[src/rtl/rpms_pkg.sv]
// Package with the shared types, constants and codes of the maze step block.
package rpms_pkg;

    localparam int MaxSide    = 64;
    localparam int CoordW     = $clog2(MaxSide);
    localparam int CellTotal  = MaxSide * MaxSide;
    localparam int IdW        = $clog2(CellTotal);
    localparam int CountW     = IdW + 1;
    localparam int SideW      = 7;
    localparam int PickW      = 32;

    localparam logic [1:0] StRestart = 2'd0;
    localparam logic [1:0] StAdded   = 2'd1;
    localparam logic [1:0] StEmpty   = 2'd2;

    localparam logic [2:0] DirRight = 3'd0;
    localparam logic [2:0] DirLeft  = 3'd1;
    localparam logic [2:0] DirDown  = 3'd2;
    localparam logic [2:0] DirUp    = 3'd3;
    localparam logic [2:0] DirNone  = 3'd4;

    localparam logic [1:0] MarkFree  = 2'd0;
    localparam logic [1:0] MarkMaze  = 2'd1;
    localparam logic [1:0] MarkFront = 2'd2;

    typedef enum logic [4:0] {
        S_CLEAR,     // clearing pass over the cell marks
        S_IDLE,
        S_RST_INIT,  // restart: clear marks again
        S_RST_SEED,  // mark start cell and the two seed cells
        S_MOD,       // pick modulo count, one bit per cycle
        S_RDID,      // read the chosen frontier entry
        S_WTID,
        S_MARK,      // mark chosen cell in maze
        S_NB_RD,     // read a neighbour mark
        S_NB_WT,
        S_NB_DO,     // append it when free
        S_WL_RD,     // wall search read
        S_WL_WT,
        S_WL_DO,
        S_SH_RD,     // shift the frontier list down one entry
        S_SH_WT,
        S_SH_WR,
        S_OUT
    } t_state;

    typedef struct packed {
        logic clr_start;   // start the clearing sweep
        logic clr_step;
        logic seed;
        logic mod_start;
        logic mod_step;
        logic id_read;
        logic mark_cur;
        logic nb_do;
        logic wl_read;
        logic wl_do;
        logic sh_read;
        logic sh_write;
        logic load_out;
        logic load_empty;
        logic load_restart;
    } t_cmd;

    typedef struct packed {
        logic clr_done;
        logic mod_done;
        logic nb_last;
        logic wl_last;
        logic sh_done;
        logic count_zero;
    } t_status;

endpackage

[src/rtl/rpms_ctrl.sv]
// Controller state machine sequencing restart and expansion steps.
module rpms_ctrl (
    input  logic              i_clk,
    input  logic              i_rst_n,
    input  logic              i_in_valid,
    output logic              o_in_ready,
    input  logic              i_mode,
    output logic              o_out_valid,
    input  logic              i_out_ready,
    output rpms_pkg::t_cmd    o_cmd,
    input  rpms_pkg::t_status i_sts
);
    rpms_pkg::t_state r_state, n_state;
    logic             r_out_valid, n_out_valid;
    logic             w_take, w_load;

    // Seed writes are counted here.
    logic [1:0] r_seed_cnt;
    logic       r_seed_last;
    assign r_seed_last = r_seed_cnt == 2'd2;

    assign o_out_valid = r_out_valid;
    assign o_in_ready  = (r_state == rpms_pkg::S_IDLE) && !r_out_valid;
    assign w_take      = i_in_valid && o_in_ready;
    assign w_load      = o_cmd.load_out || o_cmd.load_empty || o_cmd.load_restart;

    always_comb begin
        n_state = r_state;
        case (r_state)
            rpms_pkg::S_CLEAR:    if (i_sts.clr_done) n_state = rpms_pkg::S_IDLE;
            rpms_pkg::S_IDLE: begin
                if (w_take) begin
                    if (!i_mode) n_state = rpms_pkg::S_RST_INIT;
                    else if (i_sts.count_zero) n_state = rpms_pkg::S_IDLE;
                    else n_state = rpms_pkg::S_MOD;
                end
            end
            rpms_pkg::S_RST_INIT: if (i_sts.clr_done) n_state = rpms_pkg::S_RST_SEED;
            rpms_pkg::S_RST_SEED: n_state = rpms_pkg::S_RST_SEED;
            rpms_pkg::S_MOD:      if (i_sts.mod_done) n_state = rpms_pkg::S_RDID;
            rpms_pkg::S_RDID:     n_state = rpms_pkg::S_WTID;
            rpms_pkg::S_WTID:     n_state = rpms_pkg::S_MARK;
            rpms_pkg::S_MARK:     n_state = rpms_pkg::S_NB_RD;
            rpms_pkg::S_NB_RD:    n_state = rpms_pkg::S_NB_WT;
            rpms_pkg::S_NB_WT:    n_state = rpms_pkg::S_NB_DO;
            rpms_pkg::S_NB_DO:    n_state = i_sts.nb_last ? rpms_pkg::S_WL_RD
                                                          : rpms_pkg::S_NB_RD;
            rpms_pkg::S_WL_RD:    n_state = rpms_pkg::S_WL_WT;
            rpms_pkg::S_WL_WT:    n_state = rpms_pkg::S_WL_DO;
            rpms_pkg::S_WL_DO:    n_state = i_sts.wl_last ? rpms_pkg::S_SH_RD
                                                          : rpms_pkg::S_WL_RD;
            rpms_pkg::S_SH_RD:    n_state = i_sts.sh_done ? rpms_pkg::S_OUT
                                                          : rpms_pkg::S_SH_WT;
            rpms_pkg::S_SH_WT:    n_state = rpms_pkg::S_SH_WR;
            rpms_pkg::S_SH_WR:    n_state = rpms_pkg::S_SH_RD;
            rpms_pkg::S_OUT:      n_state = rpms_pkg::S_IDLE;
            default:              n_state = rpms_pkg::S_IDLE;
        endcase
        if (r_state == rpms_pkg::S_RST_SEED && r_seed_last) n_state = rpms_pkg::S_IDLE;
    end

    always_comb begin
        o_cmd = '0;
        case (r_state)
            rpms_pkg::S_CLEAR:    o_cmd.clr_step = 1'b1;
            rpms_pkg::S_IDLE: begin
                if (w_take) begin
                    if (!i_mode) o_cmd.clr_start = 1'b1;
                    else if (i_sts.count_zero) o_cmd.load_empty = 1'b1;
                    else o_cmd.mod_start = 1'b1;
                end
            end
            rpms_pkg::S_RST_INIT: o_cmd.clr_step = 1'b1;
            rpms_pkg::S_RST_SEED: begin
                o_cmd.seed = 1'b1;
                o_cmd.load_restart = r_seed_last;
            end
            rpms_pkg::S_MOD:      o_cmd.mod_step = 1'b1;
            rpms_pkg::S_RDID:     o_cmd.id_read = 1'b1;
            rpms_pkg::S_MARK:     o_cmd.mark_cur = 1'b1;
            rpms_pkg::S_NB_DO:    o_cmd.nb_do = 1'b1;
            rpms_pkg::S_WL_RD:    o_cmd.wl_read = 1'b1;
            rpms_pkg::S_WL_WT:    o_cmd.wl_read = 1'b1;
            rpms_pkg::S_WL_DO:    o_cmd.wl_do = 1'b1;
            rpms_pkg::S_SH_RD:    o_cmd.sh_read = 1'b1;
            rpms_pkg::S_SH_WT:    o_cmd.sh_read = 1'b1;
            rpms_pkg::S_SH_WR:    o_cmd.sh_write = 1'b1;
            rpms_pkg::S_OUT:      o_cmd.load_out = 1'b1;
            default:              o_cmd = '0;
        endcase
    end

    always_comb begin
        n_out_valid = r_out_valid;
        if (r_out_valid && i_out_ready) n_out_valid = 1'b0;
        if (w_load) n_out_valid = 1'b1;
    end

    always_ff @(posedge i_clk) begin
        if (!i_rst_n) begin
            r_state     <= rpms_pkg::S_CLEAR;
            r_out_valid <= 1'b0;
            r_seed_cnt  <= '0;
        end else begin
            r_state     <= n_state;
            r_out_valid <= n_out_valid;
            if (r_state == rpms_pkg::S_RST_SEED) r_seed_cnt <= r_seed_cnt + 1'b1;
            else r_seed_cnt <= '0;
        end
    end
endmodule

[config.mk]
export PLATFORM = sky130hd
export DESIGN_NAME = rpms_ctrl
export DESIGN_NICKNAME = d
export VERILOG_FILES = /design/src/rtl/rpms_pkg.sv /design/src/rtl/rpms_ctrl.sv
export SDC_FILE = /design/constraint.sdc
export NUM_CORES = 1
export LEC_CHECK = 0
export BUFFER_PORTS_ARGS = -buffer_cell sky130_fd_sc_hd__buf_2
export CORE_AREA = 2 2 44 46
export DETAILED_ROUTE_END_ITERATION = 8
export DIE_AREA = 0 0 46 48
export GPL_TIMING_DRIVEN = 0
export PLACE_DENSITY_LB_ADDON = 0.08
export SYNTH_ARGS = -nofsm -noshare
export SYNTH_HDL_FRONTEND = slang
export SYNTH_SLANG_ARGS = --single-unit
[constraint.sdc]
create_clock -name i_clk -period 4.2 [get_ports i_clk]
set_clock_uncertainty 0.05 [all_clocks]
set_input_delay 0.63 -clock i_clk [delete_from_list [all_inputs] [get_ports i_clk]]
set_output_delay 0.63 -clock i_clk [all_outputs]
set_load 0.03 [all_outputs]
==> run summary, run 1 <==
Worst Path Arrival -> 1.71 ns
Chip width -> 46 µm
Netlist cell types -> 33
CTS Root Cell -> clkbuf_4
Mean area per synthesized cell -> 6.887 µm²
Worst hold path class -> reg -> reg
Max Cap Violations -> 0
Final Hold Vio Count -> 0
Setup WS post-layout -> 1.811 ns
Status -> finished, final reports clean
Yosys warns -> 0
I/O Pins -> 28
CTS tree -> done
WP buf/inv -> 2
DRT antenna net count -> 0
Ant. Diodes -> 0
Worst EP required -> 3.52 ns
Die ar. -> 2208 µm²
Synth Net Count -> 119
Worst VDD drop -> 0.0003099 V
Worst slew margin -> 73.33%
Clk_lat worst skew -> 0.24 ns
Sequential element share of the synthesized area -> 21.73%
Kind of cell with the highest combined delay on the critical path -> simple AND/OR/NAND/NOR gates
Port Buffers -> 27
Critical path's slowest cell -> dfxtp_1
Final setup vio count -> 0
Rows -> 15
Vias/cell -> 5.597
Leak pwr -> 0.4335 nW
Post-CTS Setup Bufs -> 0
Minimum clock period -> 2.389 ns
Hold buffer count at cts -> 0
Cts bufs inserted -> 3
Worst path max stage delay -> 0.31 ns
Seq pwr share -> 21.2%
# nets final -> 151
Critical setup path kind -> reg -> out
Gate Count Post-Synth -> 107
Pin count of the biggest net entering global routing -> 11
Pre-CTS setup slack -> 2.068 ns
First-pass GRT wire length -> 2.967 mm
Clock slew at reported path FFs -> 0.05 ns
Syn Std Cell Area -> 737.0 µm²
Total Routing Usage GR -> 18.66%
Post-DP HPWL -> 1.547 mm
Critical-path cell list -> buf_2, nor3b_1, nand3_1, nor3_1, buf_2
PD cells -> 521.8 nW/µm²
Detailed Route WL -> 1.977 mm
Fraction of layout cells with a size suffix above 1 -> 27.74%
DR DRC count -> 0
Period utilisation layout -> 56.89%
CTS resizes -> 0
Initial antenna violation count -> 0
Area Overhead vs Synth -> 24.28%
Setup TNS -> 0 ns
Wire length per cell -> 12.84 µm
Unrepaired setup endpoints after global routing -> false
GP Congestion -> 0.8552
Die Ht -> 48 µm
Startpoint class of the critical path -> flip-flop
Combinational share of power -> 67.4%
Fmax -> 0.4185 GHz
Worst Tran Pin Value -> 0.4000 ns
Psw -> 0.2387 mW
Crit path max fanout -> 10
Clock Sinks -> 8
Starting Density -> 43.63%
TritonRoute pass-1 iters -> 4
Pint -> 0.2392 mW
Crit end category -> output port
Worst hold slack -> 0.3617 ns
Clock power share -> 11.4%
Via count -> 862
Htree depth -> 1
Core area -> 1689 µm²
Bufs on Longest Clock Path -> 2
Initial detailed-routing violation count -> 15
Crit-path most repeated cell -> buf_2
Vias in the first global route -> 680
Switching Share -> 49.94%
Synth Register Bits -> 8
Max-slew violation count -> 0
Grt ovf -> 0
==> state kept, by name, indices dropped and copies added (netlist names) <==
name	count
r_seed_cnt	2
r_state	5
o_out_valid	1
==> cell usage after synthesis <==
| cell type | count | area [µm²] |
|---|---|---|
| a211oi_2 | 1 | 12.51 |
| a21oi_1 | 7 | 35.03 |
| a31oi_1 | 3 | 18.77 |
| a32oi_1 | 1 | 8.760 |
| and3_1 | 1 | 6.260 |
| buf_2 | 3 | 15.01 |
| buf_6 | 1 | 11.26 |
| clkbuf_1 | 3 | 11.26 |
| dfxtp_1 | 8 | 160.2 |
| ha_1 | 1 | 12.51 |
| inv_1 | 9 | 33.78 |
| mux2i_1 | 1 | 10.01 |
| nand2_1 | 8 | 30.03 |
| nand2b_1 | 6 | 37.54 |
| nand3_1 | 4 | 20.02 |
| nand3b_1 | 1 | 7.510 |
| nor2_1 | 15 | 56.30 |
| nor2b_1 | 6 | 37.54 |
| nor3_1 | 8 | 40.04 |
| nor3b_1 | 2 | 15.01 |
| nor4_2 | 1 | 12.51 |
| nor4b_1 | 1 | 8.760 |
| o211a_1 | 1 | 10.01 |
| o211ai_1 | 1 | 7.510 |
| o211ai_4 | 1 | 21.27 |
| o21ai_0 | 3 | 15.01 |
| o21bai_1 | 1 | 7.510 |
| o22a_1 | 1 | 8.760 |
| o22ai_1 | 2 | 12.51 |
| o2bb2ai_1 | 1 | 8.760 |
| o31a_1 | 3 | 26.28 |
| o31ai_1 | 1 | 7.510 |
| or4_4 | 1 | 11.26 |
==> stage by stage <==
step / utilization, % / area [µm²] / total power [mW] / cells
finish: 54.22 / 915.9 / 0.4779 / 154
global route: 54.22 / 915.9 / 0.5168 / 154
CTS: 54.22 / 915.9 / 0.4792 / 154
detailed placement: 52.89 / 893.4 / 0.4217 / 151
global placement: 52.89 / 893.4 / 0.4210 / 151
floorplan: - / 737.0 / 0.3507 / 107
==> worst register-to-register path, delay by kind of cell, from the launching register on <==
kind	cells	cell delay [ns]
AND/OR/NAND/NOR	3	0.47
buffers and inverters	2	0.58
AO/OA/AOI/OAI	2	0.16
flip-flops	1	0.33
==> routing by layer <==
metal  vias to the layer above  share of wire [%]  global-route usage [%]
met1                       384                 46                   27.21
met5                         -                  0                       0
met2                        34                 47                   28.06
li1                        442                  -                       -
met4                         0               0.40                   6.286
met3                         2                5.8                   2.642
==> path summary, 6_finish.rpt <==
path            startpoint       endpoint  slack (ns)  cells past startpoint
min          r_seed_cnt[0]  r_seed_cnt[0]        0.36                      1
min reg2reg  r_seed_cnt[0]  r_seed_cnt[0]        0.36                      1
max             r_state[3]       o_cmd[1]        1.81                      5
max reg2reg     r_state[3]     r_state[1]        2.49                      7
==> cell families (layout without fill, tap and decap cells) <==
| kind of cell | Yosys count | in the layout | synth area share (%) |
|---|---|---|---|
| adder cells (fa/ha/maj) | 1 | 1 | 1.698 |
| multiplexers | 1 | 1 | 1.358 |
| AO/OA/AOI/OAI | 27 | 27 | 27.17 |
| AND/OR/NAND/NOR | 54 | 54 | 38.37 |
| flip-flops | 8 | 8 | 21.73 |
| buffers and inverters | 16 | 46 | 9.676 |
==> power groups by stage <==
stage | registers [mW] | logic (mW) | clock network (mW)
2_1_floorplan | 0.101 | 0.250 | 0
3_3_place_gp | 0.102 | 0.319 | 0
3_5_place_dp | 0.102 | 0.319 | 0
4_1_cts | 0.101 | 0.320 | 0.0585
5_1_grt | 0.102 | 0.353 | 0.0617
6_report | 0.101 | 0.322 | 0.0547
==> layout by cell type (no fill, tap or decap), types with 2 or more instances in the layout <==
cell type  netlist  routed
a21oi_1          7       7
a31oi_1          3       3
buf_2            3      30
clkbuf_1         3       3
clkbuf_4         0       3
dfxtp_1          8       8
inv_1            9       9
nand2_1          8       8
nand2b_1         6       6
nand3_1          4       4
nor2_1          15      15
nor2b_1          6       6
nor3_1           8       8
nor3b_1          2       2
o21ai_0          3       3
o22ai_1          2       2
o31a_1           3       3
==> cell type report <==
class                      instances  area (µm²)
fill                             188       773.2
multi-input combinational         83       505.5
inverter                           9       33.78
timing repair buffer              27       135.1
tap                               17       21.27
sequential                         8       160.2
clock buffer                       3       22.52
buffer                             7       37.54
(Power assumes the default switching activity.)
==> run 2, diff against run 1 <==
- ABC_AREA: unset -> 1
- CORE_AREA: 2 2 44 46 -> 2 2 47 49
- DIE_AREA: 0 0 46 48 -> 0 0 49 51
- clock period: 4.2 -> 1.9 ns (I/O delays scaled with it)
==> run summary, run 2 <==
Post-DP HPWL -> 1.815 mm (+17%)
Synth top area cells -> dfxtp_1, nand2_1, nor2_1
Largest family of logic cells by synthesized area -> simple AND/OR/NAND/NOR gates
First-pass GRT wire length -> 3.608 mm (+22%)
CTS Root Cell -> clkbuf_4
DRT antenna net count -> 0 (unchanged)
CTS tree -> done
Compound-Gate Fraction of Synth Area -> 7.492% (-20 points)
Worst EP required -> 1.56 ns (-1.96 ns)
Pwr Total -> 1.198 mW (+150%)
Core area -> 2063 µm² (+22%)
Count leader, synth -> nand2_1
Violated checks -> negative setup slack
Syn Std Cell Area -> 818.3 µm² (+11%)
# nets final -> 196 (+30%)
Starting Density -> 39.66% (-4.0 points)
Die ar. -> 2499 µm² (+13%)
Setup TNS -> -0.01177 ns (-0.01177 ns)
Unrepaired setup endpoints after global routing -> true
Vias/cell -> 4.624 (-17%)
Worst VDD drop -> 0.0006491 V (+110%)
R2r worst-path depth -> 10 (+3)
Rows -> 17 (+2)
Commonest cells in the netlist -> nand2_1, nor2_1, inv_1, nand3_1, dfxtp_1
Crit path max fanout -> 6 (-4)
Sequential element share of the synthesized area -> 19.57% (-2.2 points)
Top-area cell type share of the netlist area -> 19.57% (-2.2 points)
Xor/xnor share of the synthesized area -> 0% (unchanged)
Wire length per cell -> 11.24 µm (-12%)
Reg with most FFs -> r_state
EDFF count, synth -> 0 (unchanged)
Worst hold path class -> in -> reg
Worst Path Arrival -> 1.58 ns (-0.13 ns)
Most frequent cells in the layout -> nand2_1, nor2_1, inv_1, buf_2
Die Ht -> 51 µm (+6.3%)
Initial antenna violation count -> 0 (unchanged)
FF+latch area -> 167.7 µm² (+4.7%)
Mean area per synthesized cell -> 5.763 µm² (-16%)
Commonest non-fill, non-tap cell in the layout -> nand2_1
Total Routing Usage GR -> 18.40% (-0.25 points)
Post-synthesis mux area share -> 0% (-1.4 points)
Largest register FFs -> 5 (unchanged)
Fmax -> 0.5231 GHz
Initial detailed-routing violation count -> 19 (+4)
Hold buffer count at cts -> 0 (unchanged)
Grt ovf -> 0 (unchanged)
Reg2reg setup slack -> 0.34 ns (-2.15 ns)
Pin count of the biggest net entering global routing -> 10 (-1)
Leak pwr -> 0.6774 nW (+56%)
DR DRC count -> 0 (unchanged)
Detailed Route WL -> 2.361 mm (+19%)
Clk_lat worst skew -> 0.25 ns (about the same)
Multi-input logic area -> 564.3 µm² (+12%)
Gate Count Post-Synth -> 142 (+33%)
Area after DPL -> 988.4 µm² (+11%)
Crit end category -> output port
I/O Pins -> 28 (unchanged)
Clock Sinks -> 8 (unchanged)
Yosys warns -> 0 (unchanged)
Max Cap Violations -> 0 (unchanged)
Cts bufs inserted -> 3 (unchanged)
Worst Hold Endpoint -> r_seed_cnt[1]
Worst Tran Pin Value -> 0.2507 ns (-0.1493 ns)
Min-delay src -> i_rst_n
Synth Area in Simple Gates -> 55.05% (+17 points)
Cell total after placement -> 197 (+30%)
Synth Net Count -> 154 (+29%)
Worst flop-to-flop path endpoint -> r_state[2]
Clock slew at reported path FFs -> 0.06 ns (about the same)
Final Instance Area -> 1149 µm² (+25%)
Vias in the first global route -> 846 (+24%)
Startpoint class of the critical path -> flip-flop
Netlist cell types -> 23 (-30%)
Status -> finished with violations
Area Overhead vs Synth -> 40.37%
Area leader, netlist -> dfxtp_1
Filler cell count in the final layout -> 228 (+21%)
Ant. Diodes -> 0 (unchanged)
Chip width -> 49 µm (+6.5%)
Worst slew margin -> 83.20% (+9.9 points)
Minimum clock period -> 1.912 ns
Critical setup path kind -> reg -> out
Htree depth -> 1 (unchanged)
Final Hold Vio Count -> 0 (unchanged)
Worst hold slack -> 0.2557 ns (-0.1060 ns)
Max-slew violation count -> 0 (unchanged)
Cell Count, Final, Fillers Out -> 210 (+36%)
Port Buffers -> 27 (unchanged)
GP Congestion -> 0.8955 (+4.7%)
Dominant synthesized flop cell -> dfxtp_1
PD cells -> 1043 nW/µm² (+100%)
RR Startpoint -> r_state[0]
Bufs on Longest Clock Path -> 2 (unchanged)
Setup WS post-layout -> -0.01177 ns (-1.822 ns)
Hold depth -> 3 (+2)
Final setup vio count -> 1 (+1)
Synth Register Bits -> 8 (unchanged)
Via count -> 971 (+13%)
Fraction of layout cells with a size suffix above 1 -> 38.46% (+11 points)
Synth Area in Adders -> 1.529% (-0.17 points)
TritonRoute pass-1 iters -> 4 (unchanged)
Period utilisation layout -> 100.6%
Share of synthesized flip-flops with an asynchronous set or reset -> 0% (unchanged)
[run 2: metrics by stage]
stage	worst slack [ns]	utilization, %
after floorplan	0.2231	-
after global placement	0.2368	47.91
after detailed placement	0.2381	47.91
after CTS	0.01693	49.97
after global routing	-0.07054	55.67
final	-0.01177	55.67
[run 2: layout make-up]
type	instances	area share, %
clock buffer	3	1.961
buffer	2	2.179
tap	28	3.050
sequential	8	14.60
inverter	29	9.913
timing repair buffer	37	19.17
multi-input combinational	103	49.13
[run 2: cell families after synthesis]
family,after synthesis
AOI/OAI and AO/OA,10
and+or+nand+nor,92
DFF,8
adders and majority gates,1
buffers and inverters,31
[run 2: where the power goes]
group          leakage [nW]  switching (mW)  internal (mW)
registers            0.0669          0.0353          0.201
clock network        0.0138          0.0559         0.0722
logic                 0.597           0.496          0.338
total                 0.677           0.587          0.610
[run 2: timing repair]
item                                    CTS  global route
endpoints found under the setup margin    3             5
pin swaps                                 1             3
resized for setup                         1            21
endpoints found under the hold margin     0             0
gates cloned                              0             0
setup buffers                             2             8
[run 2: worst max path at each step]
stage	from	endpoint	cells past startpoint
global placement	r_state[1]	o_cmd[11]	8
global route	r_state[0]	o_cmd[11]	8
CTS	r_state[4]	o_cmd[11]	7
detailed placement	r_state[2]	o_cmd[11]	6
floorplan	r_state[0]	o_cmd[11]	7
finish	r_state[0]	o_cmd[11]	8
[run 2: critical path, stage by stage, from the launching register on]
cell	delay, ns
dfxtp_2	0.32
buf_6	0.13
nand2_8	0.08
nor2_4	0.17
nand2_4	0.07
nor3_4	0.18
inv_1	0.07
nor2_1	0.12
buf_4	0.18
[run 2: layer usage]
| layer | wire (µm) | track usage [%] |
|---|---|---|
| met1 | 989 | 20.36 |
| met2 | 1269 | 35.39 |
| met3 | 88 | 1.754 |
| met4 | 14 | 8.571 |
| met5 | 0 | 0 |
